File: config.mk
export PLATFORM = sky130hd
export DESIGN_NAME = malad_div_step
export DESIGN_NICKNAME = d
export VERILOG_FILES = /design/src/sv/malad_pkg.sv /design/src/sv/malad_div_step.sv
export SDC_FILE = /design/constraint.sdc
export NUM_CORES = 1
export LEC_CHECK = 0
export BUFFER_PORTS_ARGS = -buffer_cell sky130_fd_sc_hd__buf_2
export CORE_MARGIN = 1.5
export CORE_UTILIZATION = 35
export CTS_CLUSTER_DIAMETER = 120
export DETAILED_ROUTE_END_ITERATION = 6
export HOLD_SLACK_MARGIN = 0.05
export PLACE_DENSITY = 0.65
export SYNTH_ARGS = -nofsm -noshare
export SYNTH_HDL_FRONTEND = slang
export SYNTH_SLANG_ARGS = --single-unit
File: constraint.sdc
create_clock -name clk -period 7.49 [get_ports clk]
set_input_delay 2.247 -clock clk [delete_from_list [all_inputs] [get_ports clk]]
set_output_delay 2.247 -clock clk [all_outputs]
set_load 0.005 [all_outputs]
File: src/sv/malad_pkg.sv
package malad_pkg;

  localparam int PADDR_W     = 4;
  localparam int DIV_STEPS   = 64;
  localparam int SQRT_STEPS  = 32;

  localparam logic [14:0] THRESHOLD_RESET = 15'd512;
  localparam logic [11:0] ALONG_RESET     = 12'd128;
  localparam logic [11:0] CROSS_RESET     = 12'd512;

  typedef enum logic [1:0] {
    REG_THRESHOLD = 2'd0,
    REG_ALONG     = 2'd1,
    REG_CROSS     = 2'd2,
    REG_NONE      = 2'd3
  } reg_index_t;

  typedef struct packed {
    logic [14:0] speed_threshold;
    logic [11:0] along_weight;
    logic [11:0] cross_weight;
  } cfg_t;

  // restoring divider step state: x shifts numerator bits out, quotient bits in
  typedef struct packed {
    logic        sat;
    logic        weighted;
    logic [39:0] d;
    logic [39:0] rem;
    logic [63:0] x;
  } div_t;

  typedef struct packed {
    logic        sat;
    logic        weighted;
    logic [63:0] x;
    logic [31:0] root;
    logic [33:0] rem;
  } sqrt_t;

endpackage

File: src/sv/malad_div_step.sv
module malad_div_step (
  input  logic            clk,
  input  logic            rst,
  input  logic            en,
  input  logic            in_valid,
  input  malad_pkg::div_t in_data,
  output logic            out_valid,
  output malad_pkg::div_t out_data
);
  import malad_pkg::*;

  logic [40:0] trial, diff;
  logic        take;

  assign trial = {in_data.rem, in_data.x[63]};
  assign diff  = trial - {1'b0, in_data.d};
  assign take  = trial >= {1'b0, in_data.d};

  always_ff @(posedge clk) begin
    if (rst) out_valid <= 1'b0;
    else if (en) out_valid <= in_valid;
  end

  always_ff @(posedge clk) begin
    if (en) begin
      out_data.sat      <= in_data.sat;
      out_data.weighted <= in_data.weighted;
      out_data.d        <= in_data.d;
      out_data.rem      <= take ? diff[39:0] : trial[39:0];
      out_data.x        <= {in_data.x[62:0], take};
    end
  end

endmodule

# ---- Word-level counts from Yosys, hierarchy flattened
# Cells that the tools add are included.
dict set report classes {
  magnitude_cmp 1
  mux 1
  n_addsub 1
}
# operator n
set ops {}
lappend ops {{$ge 41x40->1} 1}
lappend ops {{$mux 40} 1}
lappend ops {{$sub 40x40->40} 1}
dict set report word_totals {
  output_inout_bits 147
  inputBits 150
  reg_bits 147
  word_cells 9
}

# ---- Longest topological paths before layout
dict set report depth {
  depth_word 2
  ltp_mapped 13
  depth_no_buf 11
}

# ---- Worst setup path after synthesis
# No wires, ideal clock.
dict set report synth_timing {
  kind {input to register}
  from {input port in_data[63] (netlist name)}
  to {register out_data[102] (netlist name), data pin}
  cell_stages 11
  path_slack_ns 2.776
  n_path_buf 0
  arrival_time_ns 4.452
  setup_time_ns 0.262
  required_time_ns 7.228
  path_cell_list {inv_1 ha_1 fa_1 nand2b_1 a21oi_1 o21ai_1 o21a_1 o41ai_1 o2111ai_1 a211oi_1 nor3_2}
}
dict set report synth_via {
  elab_chain_len 2
  elab_cells_between_ends 3
  cone_classes {add/sub (1); order compare (1); mux (1)}
}
# item line
set synth_lines {}
lappend synth_lines {{start, declared} malad_div_step.sv:6} ;# input malad_pkg::div_t in_data,
lappend synth_lines {{$sub 40x40->40 / $ge 41x40->1 (equally long branches)} {malad_div_step.sv:16, malad_div_step.sv:17}}
lappend synth_lines {{$mux 40 (*)} malad_div_step.sv:29} ;# out_data.rem <= take ? diff[39:0] : trial[39:0];
lappend synth_lines {{end, declared} malad_div_step.sv:8} ;# output malad_pkg::div_t out_data
# Mark *: on every way between the ends. The rest lies on a longest branch, timed or not.
# A chain may end at the register's enable or synchronous reset.

# ---- Final worst setup path
# Ends and elaborated chain as after synthesis.

==> impl_metrics.tcl <==
set metrics [dict create \
    status "complete, no violations" \
    routed_wirelength_um 23000 \
    htreeDepth 4 \
    wl_met2_um 11100 \
    grt-ovfl-total 0 \
    synthArstFlopShare 0 \
    drive_above_1_share 0.359 \
    slew_violations 0 \
    grt_start_max_net_pins 90 \
    register_area_mm2 0.00440 \
    synth_edf_count 146 \
    drv_cap 0 \
    clock-sinks 147 \
    ys_seq_area_frac 0.581 \
    area_growth_pct 29.7 \
    path_class "in -> reg" \
    cp_slowest_cell "o41ai_1" \
    core_mm2 0.0212 \
    power_density_mw_per_mm2 235 \
    fmax_mhz 191 \
    drtPass1Iterations 5 \
    synth_simple_gate_area_frac 0.104 \
    postLayoutCellArea_mm2 0.00983 \
    die_h_um 150 \
    dr.max_layer_used "met4" \
    holdWs_ns 0.490 \
    synth_mux_area_frac 0.00413 \
    met1_length_um 9650 \
    syn_inst 663 \
    ys_warn_count 0 \
    synth_compound_area_frac 0.156 \
    grt_pass1_vias 5895 \
    hold_class "reg -> reg" \
    avgSynthCellArea_um2 11.4 \
    path_buf_inv 2 \
    cp-end-kind "flip-flop" \
    multiInputGateArea_mm2 0.00279 \
    initial_core_util 0.358 \
    diodes 0 \
    worstPathArrival_ns 5.42 \
    first_iter_violations 294 \
    ir_drop_mv 0.127 \
    dpl.cell_count 1209 \
    cts_buffers 17 \
    finalPower_uw 2310 \
    fin_tns_setup_ns 0 \
    rsz0062_at_grt "no" \
    ys_types 59 \
    period_minus_slack_ns 5.24 \
    leakage_uw 0.00432 \
    rows 53 \
    ys_seq_elements 147 \
    dp_hpwl_um 17600 \
    syn_area_mm2 0.00757 \
    cts_tree "built" \
    drc 0 \
    die_area_mm2 0.0225 \
    cts_setup_buffers 0 \
    port_buffers 296 \
    cpPeakStageDelay_ns 0.76 \
    grt_usage 0.198 \
    nFillCells 2018 \
    nets 1144 \
    cts_root_buffer "clkbuf_16" \
    cts_buffer_depth 2 \
    cts_hold_buf 0 \
    post_dp_cell_area_mm2 0.00927 \
    gp_congestion 0.880 \
    postRouteAntennaNets 0 \
    crit_chain "buf_2, inv_1, ha_1, fa_1, nand2b_1, a21oi_1, o21ai_1, o21a_1, o41ai_1, o2111ai_1, a211oi_1, nor3_2" \
    cp.required_ns 7.67 \
    antenna_found_initial 0 \
    synthXorXnorAreaFrac 0.0358 \
    hold_viol 0 \
    worst_skew_pair.late_latency_ns 0.42 \
    start_kind "input port" \
    instances_no_fill 1241 \
    wl_met3_um 1820 \
    path_clk_slew_ns 0.07 \
    wl_per_cell_um 18.5 \
    synth_top_family_by_area "compound AO/OA/AOI/OAI gates" \
    critical-path-top-delay-family "compound AO/OA/AOI/OAI gates" \
    tightest_slew_ns 0.849 \
    via_per_inst 4.94 \
    synth_flop_cell "edfxtp_1" \
    setup_viol 0 \
    synth_fa_ha_area_frac 0.0687 \
    layout_common_cells "buf_2, edfxtp_1, a21oi_1, nand2_1, inv_1" \
    die_w_um 150 \
    io_pins 297 \
    fin_crit_sh 0.700 \
    cp_max_fo 5 \
    layout_commonest_cell "buf_2" \
    grt_pass1_wl_um 33200 \
    syn_nets 854 \
    vias 6134 \
    fin_skew_ns 0 \
    slew_headroom 0.434 \
    cts-resized-gates 0 \
]
-- synthesized netlist by cell type (all sizes together) (2+ instances only) --
cell	number	area, um2
o21bai	7	52.6
mux2i	2	20.0
buf	18	120
a22o	2	17.5
xor2	14	123
clkbuf	9	33.8
a21oi	70	373
nand2	60	225
o2111ai	3	26.3
a21o	11	82.6
nand4	9	56.3
o21ai	46	230
o221a	2	22.5
nand3	16	80.1
a211oi	3	22.5
a311oi	2	17.5
and3	9	56.3
nand2b	5	31.3
a41o	2	20.0
a221o	4	40.0
ha	40	500
and2	4	25.0
nor2b	4	25.0
o31ai	2	20.0
nand3b	2	15.0
a31o	3	26.3
a211o	2	17.5
inv	58	223
a31oi	10	98.8
nor2	53	199
o21a	3	22.5
o211ai	3	22.5
nor3	7	45.0
xnor2	17	149
edfxtp	146	4380
a41oi	2	17.5
-- through the flow --
stage                     utilization  setup WS, ns
after floorplan                     -          2.78
final                           0.464          2.25
after global placement          0.438          1.99
after detailed placement        0.438          1.90
after CTS                       0.464          2.34
after global routing            0.464          2.10
-- area by class of cell --
class,count,area share
clock buffer,17,0.0433
clock inverter,15,0.0135
multi-input combinational,431,0.284
sequential,147,0.448
inverter,58,0.0227
timing repair buffer,298,0.153
tap,275,0.0350
-- worst register-to-register path, cell delays in order (launching register included) --
cell and delay (ns):
dfxtp_1 0.31, mux2i_1 0.12, nor2_1 0.05
-- metal layers --
metal,global-route usage,up-vias
met5,0,-
met4,0.0578,0
met3,0.0594,20
met2,0.331,237
met1,0.246,2863
li1,-,3014
-- flip-flops by register name, indices dropped and copies added (netlist names) --
name and flops:
out_data 146, out_valid 1
-- report_power, final --
part / leakage (uW) / switching (uW) / internal, uW
logic: 0.00261 / 263 / 193
clock network: 0.000267 / 388 / 438
registers: 0.00144 / 21.8 / 1010
-- cells by family after synthesis --
logic type / Yosys count
multiplexers: 3
AO/OA/AOI/OAI: 183
buffers and inverters: 85
AND/OR/NAND/NOR: 173
flip-flops: 147
adder cells (fa/ha/maj): 41
XOR/XNOR: 31
-- path summary, 6_finish.rpt --
path	start	endpoint	slack [ns]	cells after the start
worst max register to register	out_valid$_SDFFE_PP0P_	out_valid$_SDFFE_PP0P_	6.91	2
worst max-delay path	in_data[63]	out_data[102]$_DFFE_PP_	2.25	12
worst min register to register	out_valid$_SDFFE_PP0P_	out_valid$_SDFFE_PP0P_	0.49	2
worst min-delay path	out_valid$_SDFFE_PP0P_	out_valid$_SDFFE_PP0P_	0.49	2
Note: power is estimated with default switching activity, not from simulation.
