==> src/sv/malad_pkg.sv <==
package malad_pkg;

  localparam int PADDR_W     = 4;
  localparam int DIV_STEPS   = 64;
  localparam int SQRT_STEPS  = 32;

  localparam logic [14:0] THRESHOLD_RESET = 15'd512;
  localparam logic [11:0] ALONG_RESET     = 12'd128;
  localparam logic [11:0] CROSS_RESET     = 12'd512;

  typedef enum logic [1:0] {
    REG_THRESHOLD = 2'd0,
    REG_ALONG     = 2'd1,
    REG_CROSS     = 2'd2,
    REG_NONE      = 2'd3
  } reg_index_t;

  typedef struct packed {
    logic [14:0] speed_threshold;
    logic [11:0] along_weight;
    logic [11:0] cross_weight;
  } cfg_t;

  // restoring divider step state: x shifts numerator bits out, quotient bits in
  typedef struct packed {
    logic        sat;
    logic        weighted;
    logic [39:0] d;
    logic [39:0] rem;
    logic [63:0] x;
  } div_t;

  typedef struct packed {
    logic        sat;
    logic        weighted;
    logic [63:0] x;
    logic [31:0] root;
    logic [33:0] rem;
  } sqrt_t;

endpackage

==> src/sv/malad_sqrt_step.sv <==
module malad_sqrt_step (
  input  logic             clk,
  input  logic             rst,
  input  logic             en,
  input  logic             in_valid,
  input  malad_pkg::sqrt_t in_data,
  output logic             out_valid,
  output malad_pkg::sqrt_t out_data
);
  import malad_pkg::*;

  logic [35:0] acc, trial, diff;
  logic        take;

  assign acc   = {in_data.rem, in_data.x[63:62]};
  assign trial = {2'd0, in_data.root, 2'b01};
  assign diff  = acc - trial;
  assign take  = acc >= trial;

  always_ff @(posedge clk) begin
    if (rst) out_valid <= 1'b0;
    else if (en) out_valid <= in_valid;
  end

  always_ff @(posedge clk) begin
    if (en) begin
      out_data.sat      <= in_data.sat;
      out_data.weighted <= in_data.weighted;
      out_data.x        <= {in_data.x[61:0], 2'b00};
      out_data.root     <= {in_data.root[30:0], take};
      out_data.rem      <= take ? diff[33:0] : acc[33:0];
    end
  end

endmodule

==> config.mk <==
export PLATFORM = sky130hd
export DESIGN_NAME = malad_sqrt_step
export DESIGN_NICKNAME = d
export VERILOG_FILES = /design/src/sv/malad_pkg.sv /design/src/sv/malad_sqrt_step.sv
export SDC_FILE = /design/constraint.sdc
export NUM_CORES = 1
export LEC_CHECK = 0
export BUFFER_PORTS_ARGS = -buffer_cell sky130_fd_sc_hd__buf_2
export CORE_UTILIZATION = 30
export CTS_BUF_LIST = sky130_fd_sc_hd__clkbuf_8
export DETAILED_ROUTE_END_ITERATION = 6
export PLACE_DENSITY_LB_ADDON = 0.2
export REMOVE_ABC_BUFFERS = 1
export SLEW_MARGIN = 30
export SYNTH_ARGS = -nofsm -noshare
export SYNTH_HDL_FRONTEND = slang
export SYNTH_SLANG_ARGS = --single-unit
==> constraint.sdc <==
create_clock -name clk -period 5.6 [get_ports clk]
set_input_delay 1.12 -clock clk [delete_from_list [all_inputs] [get_ports clk]]
set_output_delay 1.12 -clock clk [all_outputs]
set_load 0.005 [all_outputs]
After elaboration in Yosys (flattened, before gate mapping)
Cells that the tools add are included.
Storage, ports and cells
  flip-flop bits (word level): 131
  bits of input ports: 136
  output and inout port bits: 133
  logic and storage cells: 9
Cells by class
  add/sub/neg operators: 1
  magnitude comparators: 1
  muxes and demuxes: 1
Operators by type and width (number)
  36-bit by 34-bit >= comparator with 1-bit output: 1
  34-bit two-way mux: 1
  34-bit subtractor: 1

Longest topological paths before layout
  depth in word-level cells: 2
  gate-level depth with buffers: 13
  mapped depth without buffers: 10

Least setup slack after synthesis
OpenSTA, ideal clock, no wires.
  path kind: input port to flip-flop
  start point: input port in_data[61] in the netlist's numbering
  end point: register out_data[3] in the netlist's numbering, data pin
  setup time: 262 ps
  arrival time: 3224 ps
  data required time: 5338 ps
  path slack: 2114 ps
  stages: 10
  path buffers: 1
  cell sequence: inv_1 ha_1 a21o_1 a21o_1 a21o_1 a311o_1 a211oi_1 o21a_1 buf_4 mux2_1
On the way
  word-level cells in the longest chain between the ends: 2
Ends and longest elaborated chain
  start, declared: line malad_sqrt_step.sv:6  | input malad_pkg::sqrt_t in_data,
  36-bit by 34-bit >= comparator with 1-bit output: line malad_sqrt_step.sv:18  | assign take = acc >= trial;
  34-bit two-way mux: line malad_sqrt_step.sv:31  | out_data.rem <= take ? diff[33:0] : acc[33:0];
  end, declared: line malad_sqrt_step.sv:8  | output malad_pkg::sqrt_t out_data
No other way between the ends.
A chain may end at the register's enable or synchronous reset.

Final worst setup path
  start point: input port in_data[7] in the netlist's numbering
  end point: register out_data[23] in the netlist's numbering, data pin
On the way
  word-level cells in the longest chain between the ends: 2
  elaborated cells on any way between the ends: 3
  those cells by class: 1 x add/sub; 1 x order compare; 1 x mux
Ends and longest elaborated chain (line)
  34-bit subtractor or 36-bit by 34-bit >= comparator with 1-bit output (tied branches): malad_sqrt_step.sv:17, malad_sqrt_step.sv:18
  34-bit two-way mux *: malad_sqrt_step.sv:31
Every way passes the cells marked *; elsewhere a longest branch is shown, timed or not.

==> results.md <==
- Slowest CP cell: o21a_2
- Overall Power: 0.00258 W
- Final period utilization: 67.0%
- RSZ-0062 raised after global routing: false
- Final setup violation count: 0
- Mapped Avg Cell Area: 12.7 um2
- CTS Buffer Depth: 2
- GPL Wtd Cong: 0.834
- Worst r2r src: out_valid$_SDFFE_PP0P_
- Initial Util: 30.9%
- GRT Resource Usage Total: 16.5%
- Max incr delay on CP: 0.55 ns
- Core area: 0.0204 mm2
- Largest vdd supply drop: 0.000140 V
- Mapped Cells: 499
- Crit-path max FO: 34
- CP Data Required Time: 5.78 ns
- Pleak: 3.75 nW
- Cell Chain, Critical Path: buf_2, ha_1, a21o_1, o41ai_1, o211ai_1, a211oi_1, o21a_2, buf_4, o31ai_1
- Die Width: 147 um
- R2R depth: 2
- WL met1: 7690 um
- Cell Count, Final, Fillers Out: 1,056
- Hold Path Stages: 2
- Cell variety after synth: 58
- Vias in the first global route: 4,835
- IO Count: 269
- CTS Root Buffer Type: clkbuf_8
- DR WL met2: 8310 um
- Fmax: 267 MHz
- DRT Pass-1 Iters: 4
- First-pass GRT wire length: 26,900 um
- Vias: 4,906
- Routed wire length: 17,700 um
- Final Max Slew Viols: 0
- Most common cell after layout, fill and taps aside: buf_2
- Number of synthesized flops with an enable pin: 130
- Post-CTS Resized: 0
- CTS sink cnt: 131
- Post-CTS Setup Repair Bufs: 0
- Slew headroom: 44.8%
- HP Class: reg2reg
- Flop-to-flop setup slack: 5.02 ns
- Fin crit period: 3.75 ns
- N_diodes: 0
- WS Path Type: in2reg
- CTS tree: done
- Seq/Total Area, Yosys: 62.1%
- Final HPWL DP: 13,700 um
- DR iter-0 viols: 257
- Crit path DAT: 3.93 ns
- Worst Hold Launch: out_valid$_SDFFE_PP0P_
- Clock latency on the worst-skew pair: 0.44 ns
- CTS H-tree lvls: 4
- Nets: 943
- Initial antenna violation count: 4
- Crit path launch: in_data[7]
- GR Overflow Total: 0
- Highest-count cells in the layout ignoring fill and taps: 265 x buf_2, 130 x edfxtp_1, 48 x nand2_1, 42 x inv_1, 34 x ha_1
- Drt wl/cell: 16.7 um
- Die area: 0.0216 mm2
- Final ANT Viol Nets: 0
- Largest net degree at the start of global routing: 88
- Placed Cells: 1,024
- Status: finished, final reports clean
- Met3 WL: 1360 um
- Maxcap violations: 0
- Area growth, synth to finish: 32.5%
- Yosys warning total: 0
- Number of buffers created by CTS: 17
- RR Endpoint: out_valid$_SDFFE_PP0P_
- # rows: 52
- Layout cells sized above 1: 39.3%
- Highest routed layer: met5
- Startpoint types: input port
- PwrDens: 308 mW/mm2
- Worst setup EP type: register
- Cts hold-fix bufs: 0
- Post-synth top flop: edfxtp_1
- Port buffer count: 266
- WHS: 0.498 ns
- Worst Skew: 0 ns
- Vias/cell: 4.65
- Fin. Hold Viols: 0
- Ys async rst share: 0%
- Sum Neg Setup Slack: 0 ns
- Die Ht: 147 um
- Hold endpoint: out_valid$_SDFFE_PP0P_
- Register bit total from synthesis: 131
- Reg clk slew, reported paths: 0.09 ns
- Synthesized area: 0.00631 mm2
- Final routed DRC violation total: 0
- Slew @ Worst Pin: 0.827 ns
-- flip-flops by register name, summed over array words and instances, names as in the netlist --
register   count
out_data     130
out_valid      1
-- final cells by class --
cell class                 count  area, um2
timing repair buffer         268       1350
tap                          270        338
clock inverter                15        194
sequential                   131       3920
clock buffer                  17        234
inverter                      42        158
multi-input combinational    313       2170
fill                        2052      12100
-- critical path: cells and delay by family --
kind / cells / cell delay (ns)
AOI/OAI and AO/OA: 6 / 1.88
adders and majority gates: 1 / 0.38
buffers and inverters: 2 / 0.53
-- power by group --
group | internal, W | switching [W] | leakage [nW]
Clock | 0.000456 | 0.000429 | 0.218
Sequential | 0.00120 | 0.0000232 | 1.28
Combinational | 0.000212 | 0.000260 | 2.25
Total | 0.00186 | 0.000712 | 3.75
-- cell families after synthesis --
| group | count (synthesis) | synth area share (%) |
|---|---|---|
| simple gates | 113 | 8.70 |
| buf+inv | 56 | 3.63 |
| flops | 131 | 62.1 |
| compound gates | 129 | 13.7 |
| other cells | 1 | 0.0594 |
| xor+xnor | 28 | 3.88 |
| fa+ha+maj | 34 | 6.74 |
| mux | 7 | 1.17 |
-- per-layer routing --
metal,up-vias,GRT usage (%)
li1,2400,-
met1,2290,20.6
met2,182,26.7
met3,26,5.87
met4,8,5.00
met5,-,0
-- cells in the mapped netlist (2+ instances only) --
cell      count  area share, %
nand3_1       4           0.32
a31o_1        2           0.28
xor2_1       16            2.2
o211ai_1      3           0.36
nor2_1       15           0.89
o31ai_1       3           0.36
nor3_1        8           0.63
mux2i_1       4           0.63
nor2b_1       2           0.20
a21o_1       21            2.5
xnor2_1      12            1.7
nand2_1      48            2.9
buf_4         3           0.36
ha_1         34            6.7
inv_1        41            2.4
o21ai_0      12           0.95
mux2_1        3           0.54
o41ai_1       3           0.42
and2_1        6           0.59
o31a_1        2           0.28
a311oi_4      2           0.83
edfxtp_1    130             62
buf_2         6           0.48
a21oi_1      26            2.1
nand4_1       7           0.69
a21boi_0      2           0.24
o21ai_1      31            2.5
clkbuf_1      5           0.30
a31oi_1       5           0.50
and3_1        9           0.89
o221ai_1      2           0.28
nand2b_1      6           0.59
-- metrics by stage --
step	cell area [um2]	setup WS (ns)	utilization, %
after detailed placement	7940	1.30	38.9
after CTS	8370	1.79	40.9
after global placement	7940	1.38	38.9
final	8370	1.85	40.9
after global routing	8370	1.56	40.9
after floorplan	6250	1.25	-
-- how the worst max path moves through the flow --
stage                                   to  slack [ns]  cells past startpoint
floorplan           out_data[27]$_DFFE_PP_        1.25                     10
global placement    out_data[23]$_DFFE_PP_        1.38                      9
detailed placement  out_data[23]$_DFFE_PP_        1.30                      9
CTS                 out_data[23]$_DFFE_PP_        1.79                      9
global route         out_data[6]$_DFFE_PP_        1.56                     10
finish              out_data[23]$_DFFE_PP_        1.85                      9
Power figures use the tool's default switching activity.
