## src/sv/malad_pkg.sv

```systemverilog
package malad_pkg;

  localparam int PADDR_W     = 4;
  localparam int DIV_STEPS   = 64;
  localparam int SQRT_STEPS  = 32;

  localparam logic [14:0] THRESHOLD_RESET = 15'd512;
  localparam logic [11:0] ALONG_RESET     = 12'd128;
  localparam logic [11:0] CROSS_RESET     = 12'd512;

  typedef enum logic [1:0] {
    REG_THRESHOLD = 2'd0,
    REG_ALONG     = 2'd1,
    REG_CROSS     = 2'd2,
    REG_NONE      = 2'd3
  } reg_index_t;

  typedef struct packed {
    logic [14:0] speed_threshold;
    logic [11:0] along_weight;
    logic [11:0] cross_weight;
  } cfg_t;

  // restoring divider step state: x shifts numerator bits out, quotient bits in
  typedef struct packed {
    logic        sat;
    logic        weighted;
    logic [39:0] d;
    logic [39:0] rem;
    logic [63:0] x;
  } div_t;

  typedef struct packed {
    logic        sat;
    logic        weighted;
    logic [63:0] x;
    logic [31:0] root;
    logic [33:0] rem;
  } sqrt_t;

endpackage

```

## src/sv/malad_cfg.sv

```systemverilog
module malad_cfg (
  input  logic                          clk,
  input  logic                          rst,
  input  logic                          psel,
  input  logic                          penable,
  input  logic                          pwrite,
  input  logic [malad_pkg::PADDR_W-1:0] paddr,
  input  logic [31:0]                   pwdata,
  output logic [31:0]                   prdata,
  output logic                          pready,
  output malad_pkg::cfg_t               cfg
);
  import malad_pkg::*;

  reg_index_t idx;
  logic       wr;

  assign pready = 1'b1;
  assign idx    = reg_index_t'(paddr[3:2]);
  assign wr     = psel & penable & pwrite & pready;

  always_ff @(posedge clk) begin
    if (rst) begin
      cfg.speed_threshold <= THRESHOLD_RESET;
      cfg.along_weight    <= ALONG_RESET;
      cfg.cross_weight    <= CROSS_RESET;
    end else if (wr) begin
      case (idx)
        REG_THRESHOLD: cfg.speed_threshold <= pwdata[14:0];
        REG_ALONG:     cfg.along_weight    <= pwdata[11:0];
        REG_CROSS:     cfg.cross_weight    <= pwdata[11:0];
        default: ;
      endcase
    end
  end

  always_comb begin
    case (idx)
      REG_THRESHOLD: prdata = {17'd0, cfg.speed_threshold};
      REG_ALONG:     prdata = {20'd0, cfg.along_weight};
      REG_CROSS:     prdata = {20'd0, cfg.cross_weight};
      default:       prdata = 32'd0;
    endcase
  end

endmodule

```

## config.mk

```make
export PLATFORM = sky130hd
export DESIGN_NAME = malad_cfg
export DESIGN_NICKNAME = d
export VERILOG_FILES = /design/src/sv/malad_pkg.sv /design/src/sv/malad_cfg.sv
export SDC_FILE = /design/constraint.sdc
export NUM_CORES = 1
export LEC_CHECK = 0
export CORE_MARGIN = 5
export CORE_UTILIZATION = 47
export DETAILED_ROUTE_END_ITERATION = 16
export DONT_BUFFER_PORTS = 1
export SLEW_MARGIN = 30
export SYNTH_ARGS = -nofsm -noshare
export SYNTH_HDL_FRONTEND = slang
export SYNTH_SLANG_ARGS = --single-unit
```

## constraint.sdc

```tcl
create_clock -name clk -period 1.15 [get_ports clk]
set_input_delay 0.0575 -clock clk [delete_from_list [all_inputs] [get_ports clk]]
set_output_delay 0.0575 -clock clk [all_outputs]
set_load 0.005 [all_outputs]
```

* After elaboration in Yosys (flattened, before gate mapping)
Index checks and enable logic that the tools add are counted.
** Word-level totals
- Bits of input ports :: 41
- Output and inout bits :: 72
- Flip-flop bits (word level) :: 39
** Operators by class
- Equal/unequal tests :: 2
- Bitwise logic cells :: 2
- Reduce and logical (&&, ||, !) cells :: 4
- Muxes and demuxes :: 1
** Operators by type and width (number)
- $pmux W15 S3 :: 1
- $reduce_and A2 Y1 :: 3
- $and A1 B1 Y1 :: 2
- $eq A2 B1 Y1 const B :: 1
- $eq A2 B2 Y1 const B :: 1
- $logic_not A2 Y1 :: 1

* Logic depth before layout (Yosys ltp)
Gate-level depths: netlist of run 1.
- Word-level depth :: 3
- Gate-level depth with buffers :: 6
- Depth with buffers taken out :: 3

* Worst setup path before layout of run 1
No wires, ideal clock.
- Kind :: input to register
- Start point :: input port paddr[3] (netlist bit)
- End point :: register cfg[17] (netlist bit)
- Cell stages on the path :: 6
- Slack :: 231 ps
- Data arrival time :: 847 ps
- Cells stage by stage :: buf_4 -> nor2b_4 -> buf_6 -> and2_4 -> buf_6 -> mux2i_1
** On the way
- Longest elaborated chain between the ends :: 2
** RTL lines
- start: declaration :: RTL line malad_cfg.sv:7 : input logic [malad_pkg::PADDR_W-1:0] paddr,
- $eq A2 B1 Y1 :: RTL line malad_cfg.sv:28 : case (idx)
- $reduce_and A2 Y1 (no line)
- end: declaration :: RTL line malad_cfg.sv:11 : output malad_pkg::cfg_t cfg
Every way passes these cells.
A chain may end at the register's enable or synchronous reset.

* Worst setup path in the final report of run 1
- Start point :: register cfg[31] (netlist bit)
- End point :: output port prdata[7]
** On the way
- Longest elaborated chain between the ends :: 1
** RTL lines
- $pmux W15 S3 :: RTL line malad_cfg.sv:38 : case (idx)
- end: declaration :: RTL line malad_cfg.sv:9 : output logic [31:0] prdata,
Every way passes these cells.

==> results of run 1 <==
-- cells in the mapped netlist --
library cell	n
conb_1	2
dfxtp_1	39
buf_6	4
nor3_2	1
buf_4	21
and3_1	1
and2_4	1
nor2_2	1
nor2_1	5
nand3b_4	1
nand2_2	2
o31ai_1	3
a21oi_1	4
nand2_1	12
buf_2	1
mux2i_1	47
o21ai_0	12
nand3_1	5
nand2b_1	43
clkbuf_1	6
a21bo_2	1
nor2b_4	1
and2_1	3
-- critical path, cell delays in order, from the launching register on --
cell     delay, ns
dfxtp_1       0.39
mux2i_1       0.09
o21ai_0       0.23
-- per-layer routing --
| metal | vias up | part of all wire | wire, um |
|---|---|---|---|
| met3 | 6 | 0.080 | 406 |
| met4 | 0 | 0.012 | 61 |
| li1 | 703 | - | - |
| met2 | 59 | 0.50 | 2530 |
| met1 | 706 | 0.41 | 2080 |
| met5 | - | 0 | 0 |
-- stage by stage --
step / instances / cell area, um^2
2_1_floorplan: 232 / 2120
3_3_place_gp: 256 / 1980
3_5_place_dp: 256 / 1980
4_1_cts: 265 / 2070
5_1_grt: 280 / 2230
6_report: 280 / 2230
-- what timing repair did --
| action | 4_1_cts | 5_1_grt |
|---|---|---|
| endpoints found under the hold margin | 39 | 39 |
| resized for setup | 1 | 3 |
| setup endpoints to repair | 1 | 3 |
| pin swaps | 0 | 0 |
| setup buffers | 0 | 0 |
| hold buffers | 1 | 15 |
-- worst min-delay path by stage --
stage,startpoint,endpoint,slack (ns),cells past startpoint
6_report,pwdata[11],cfg[35]$_SDFFE_PP0P_,-0.02,2
5_1_grt,pwdata[11],cfg[35]$_SDFFE_PP0P_,0.00009,2
4_1_cts,rst,cfg[21]$_SDFFE_PP0P_,-0.18,1
3_5_place_dp,rst,cfg[21]$_SDFFE_PP0P_,0.14,1
3_3_place_gp,rst,cfg[21]$_SDFFE_PP0P_,0.13,1
2_1_floorplan,pwdata[9],cfg[21]$_SDFFE_PP0P_,0.20,2
-- logic make-up after synthesis --
family	synth area share
buf+inv	0.112
simple gates	0.221
mux	0.229
compound gates	0.0548
other cells	0.00365
flops	0.380
-- cell type report --
class                           instances  area share
Multi-Input combinational cell        161       0.495
Sequential cell                        39       0.350
Timing Repair Buffer                   20      0.0897
Clock buffer                            7      0.0342
Tap cell                               52      0.0291
Clock inverter                          1     0.00224
-- power breakdown --
group          switching, mW  total, mW  internal [mW]
combinational          0.103      0.218          0.114
sequential            0.0182       1.39           1.37
clock                  0.458      0.884          0.426
-- cells in the final DEF (no fill, tap or decap), types with 3 or more instances in the layout --
| cell | n |
|---|---|
| a21oi_1 | 4 |
| and2_1 | 3 |
| buf_4 | 4 |
| clkbuf_8 | 5 |
| conb_1 | 18 |
| dfxtp_1 | 39 |
| dlygate4sd3_1 | 15 |
| mux2i_1 | 47 |
| nand2_1 | 12 |
| nand2b_1 | 43 |
| nand3_1 | 5 |
| nor2_1 | 5 |
| o21ai_0 | 8 |
| o21ai_1 | 4 |
| o31ai_1 | 3 |
==> flow_summary.json, run 1 <==
{
  "cts_sinks": 39,
  "ant_nets": 0,
  "cts_tree": "built",
  "num_vias": 1474,
  "maxCapViolCount": 0,
  "avgRoutedWirePerCell_um": 18.1,
  "routed_wl_um": 5080,
  "ios": 113,
  "initial_utilization": 0.479,
  "status": "complete, but fails checks",
  "largest_reg_flops": 39,
  "synthTopCellsByArea": "dfxtp_1 (38%), mux2i_1 (23%), nand2b_1 (13%)",
  "multi_input_comb_area_um2": 1100,
  "syn_area_um2": 2060,
  "grt_pass1_vias": 1475,
  "rows": 24,
  "final_nets": 268,
  "setup_viol": 0,
  "yosysTopAreaCell": "dfxtp_1",
  "r2r-start": "cfg[21]$_SDFFE_PP0P_",
  "grt_busiest_layer": "met2",
  "yosys_register_bits": 39,
  "yosysWarnings": 0,
  "clock_path_buffers": 2,
  "reg.largest.list": "cfg x39",
  "timing.final.crit_share": 0.916,
  "coreArea_um2": 4290,
  "whs_ns": -0.0184,
  "p_per_area_nw_per_um2": 1110,
  "synth_top_area_frac": 0.380,
  "grt_max_degree": 53,
  "timing.critical_path.from": "cfg[31]$_SDFFE_PP0P_",
  "endpoint": "prdata[7]",
  "cts_max_level": 2,
  "ff_latch_area_um2": 781,
  "worstSetupEndpointType": "output pin",
  "rsz0062_at_grt": "false",
  "hp-class": "in -> reg",
  "portBuffers": 0,
  "dp_slack_ns": 0.121,
  "period_minus_slack_ns": 1.05,
  "initialDrtViolationCount": 43,
  "path_class": "reg -> out",
  "viasPerCell": 5.26,
  "fin_util": 0.520,
  "start_kind": "flip-flop",
  "drive_gt1_frac": 0.0833,
  "grt_antenna_before_repair": 0,
  "syn_area_per_cell_um2": 9.52,
  "overflow": 0,
  "leakage_nw": 0.992,
  "violations": "negative hold slack",
  "fin_skew_ns": 0,
  "die_w_um": 76.1,
  "vdd_drop_max_mv": 0.560,
  "routabilityCongestion": 0.653,
  "layout-area-overhead-vs-synth_pct": 8.58,
  "regMostFlops": "cfg",
  "cp.arrival_ns": 1.00,
  "hpwl_um": 3410,
  "setup_tns_ns": 0,
  "grt_first_pass_wirelength_um": 7760,
  "cts.clk_slew.worst_paths_ns": 0.07,
  "netlist_instances": 216,
  "setup_slack_ns": 0.0965,
  "reg2reg_depth": 2,
  "root_buffer": "clkbuf_8",
  "fill_cells": 408,
  "hold_viol_final": 7,
  "antennaDiodeCount": 0,
  "use_met2": 0.277,
  "required_ns": 1.09,
  "grtUsageTotal": 0.163,
  "maxSlewViolCount": 0,
  "yosysUniqueCellTypes": 23,
  "cts_inserted_buffers": 5,
  "worst-r2r-setup-slack_ns": 0.36,
  "use_met3": 0.0697,
  "die-area_um2": 5800,
  "critPathMaxFanout": 3,
  "dr.pass1.iters": 4,
  "clk_latency_ns": 0.28,
  "regToRegEndpoint": "cfg[21]$_SDFFE_PP0P_",
  "fmax_ghz": 0.949,
  "grt.met1_usage": 0.185,
  "die_height_um": 76.1,
  "power_mw": 2.49,
  "drc": 0,
  "ys_seq_area_frac": 0.380
}
Note: power is estimated with default switching activity, not from simulation.
==> inputs of run 2 (changes only) <==
CORE_ASPECT_RATIO = 2   (was default)
CTS_CLUSTER_SIZE = 20   (was default)
==> flow_summary.json, run 2 (synthesized netlist as in run 1, its figures left out) <==
{
  "critical_path.max_stage_delay_ns": 0.56,
  "setup_tns_ns": 0,
  "hp-class": "in -> reg",
  "cts_setup_buffers": 0,
  "worst-r2r-setup-slack_ns": 0.37,
  "ff_latch_area_um2": 781,
  "fin_util": 0.530,
  "layout-area-overhead-vs-synth_pct": 10.8,
  "cp_top_family": "buffers and inverters",
  "leakage_nw": 1.01,
  "reg.largest.list": "cfg x39",
  "coreArea_um2": 4300,
  "r2r-start": "cfg[21]$_SDFFE_PP0P_",
  "cts_sinks": 39,
  "viasPerCell": 5.29,
  "vdd_drop_max_mv": 0.918,
  "worstSetupEndpointType": "flip-flop",
  "cts.clk_slew.worst_paths_ns": 0.07,
  "cp_slowest_cell": "dlygate4sd3_1",
  "timing.final.crit_share": 0.944,
  "stdcell_area_um2": 2280,
  "period_minus_slack_ns": 1.09,
  "die_w_um": 56.8,
  "fill_cells": 427,
  "multi_input_comb_area_um2": 1110,
  "crit_top_cell": "dlygate4sd3_1",
  "routed_wl_um": 5200,
  "routed-wl-met2_um": 2810,
  "routabilityCongestion": 0.732,
  "drc": 0,
  "fmax_ghz": 0.922,
  "highest_layer": "met4",
  "num_vias": 1497,
  "grt_pass1_vias": 1680,
  "clock_path_buffers": 2,
  "antennaDiodeCount": 0,
  "maxSlewViolCount": 0,
  "overflow": 0,
  "hold_start": "pwdata[0]",
  "hold_end": "cfg[12]$_SDFFE_PP0P_",
  "wl_met1_um": 1770,
  "maxCapViolCount": 0,
  "largest_reg_flops": 39,
  "drive_gt1_frac": 0.0873,
  "cp_cell_sequence": "dlygate4sd3_1 > nand3_1 > dlygate4sd3_1 > a21oi_1",
  "path_class": "in -> reg",
  "initialDrtViolationCount": 48,
  "initial_utilization": 0.478,
  "grt_first_pass_wirelength_um": 8400,
  "reg2reg_depth": 2,
  "status": "completed",
  "cp.arrival_ns": 1.31,
  "required_ns": 1.37,
  "hpwl_um": 3620,
  "cts_tree": "built",
  "critPathMaxFanout": 1,
  "avgRoutedWirePerCell_um": 18.4,
  "root_buffer": "clkbuf_8",
  "rsz0062_at_grt": "false",
  "grt_antenna_before_repair": 0,
  "die_height_um": 104,
  "final_common_cell": "mux2i_1",
  "start_kind": "input pin",
  "portBuffers": 0,
  "cts_inserted_buffers": 5,
  "regMostFlops": "cfg",
  "rows": 34,
  "crit_buf_inv": 2,
  "route.met3.wl_um": 426,
  "p_per_area_nw_per_um2": 1180,
  "clk_latency_ns": 0.28,
  "post_dp_cell_area_um2": 1980,
  "dr.pass1.iters": 4,
  "die-area_um2": 5880,
  "regToRegEndpoint": "cfg[21]$_SDFFE_PP0P_",
  "grtUsageTotal": 0.183,
  "cts_max_level": 2,
  "final_nets": 270,
  "grt_max_degree": 43,
  "ant_nets": 0,
  "ios": 113,
  "hold_depth": 2,
  "setup_viol": 0,
  "fin_skew_ns": 0,
  "final_cell_mix": "mux2i_1 (47), nand2b_1 (43), dfxtp_1 (39), conb_1 (18), dlygate4sd3_1 (17)",
  "hold_viol_final": 0
}
run 2: cell types whose count changed in the layout (fill, tap and decap cells not counted), sizes merged:
cell and delta:
dlygate4sd3 +2, clkinv -1, clkbuf -1, bufinv +1
run 2: repair_timing:
item	CTS	global route
hold buffers	17	1
setup endpoints to repair	0	4
gates resized for setup	0	4
hold endpoints to repair	39	2
run 2: worst max path at each step:
stage | from | to | slack, ns | cells past startpoint
global placement | pwrite | cfg[8]$_SDFFE_PP0P_ | 0.15 | 3
floorplan | paddr[3] | cfg[17]$_SDFFE_PP0P_ | 0.23 | 6
CTS | cfg[0]$_SDFFE_PP0P_ | prdata[0] | 0.02 | 2
detailed placement | pwrite | cfg[2]$_SDFFE_PP0P_ | 0.13 | 3
finish | pwdata[13] | cfg[37]$_SDFFE_PP0P_ | 0.06 | 4
global route | cfg[0]$_SDFFE_PP0P_ | prdata[0] | 0.01 | 2
run 2: layout make-up:
cell class / instances / share of cell area
multi-input combinational: 161 / 0.486
sequential: 39 / 0.343
timing repair buffer: 22 / 0.0967
clock buffer: 6 / 0.0319
tap: 54 / 0.0297
clock inverter: 1 / 0.0132
run 2: stage by stage:
stage          hold slack [ns]  setup slack (ns)  std cells  power (mW)
2_1_floorplan            0.205             0.231        232        1.63
3_3_place_gp             0.133             0.155        258        1.56
3_5_place_dp             0.135             0.129        258        1.57
4_1_cts                0.00194            0.0242        282        2.73
5_1_grt                0.00229            0.0149        283        2.81
6_report               0.00896            0.0649        283        2.70
run 2: report_power, final:
group	switching [mW]	leakage (nW)	internal [mW]	total [mW]
Sequential	0.0183	0.315	1.37	1.39
Combinational	0.109	0.640	0.118	0.226
Clock	0.449	0.0513	0.636	1.08
run 2: worst register-to-register path, stage by stage (launching register included):
cell     delay [ns]
dfxtp_1        0.37
a21bo_2        0.23
a21oi_1        0.12
run 2: per-layer routing:
layer  up-vias  global-route usage
li1        707                   -
met5         -                   0
met1       710               0.170
met4         0               0.104
met3        16              0.0635
met2        64               0.332
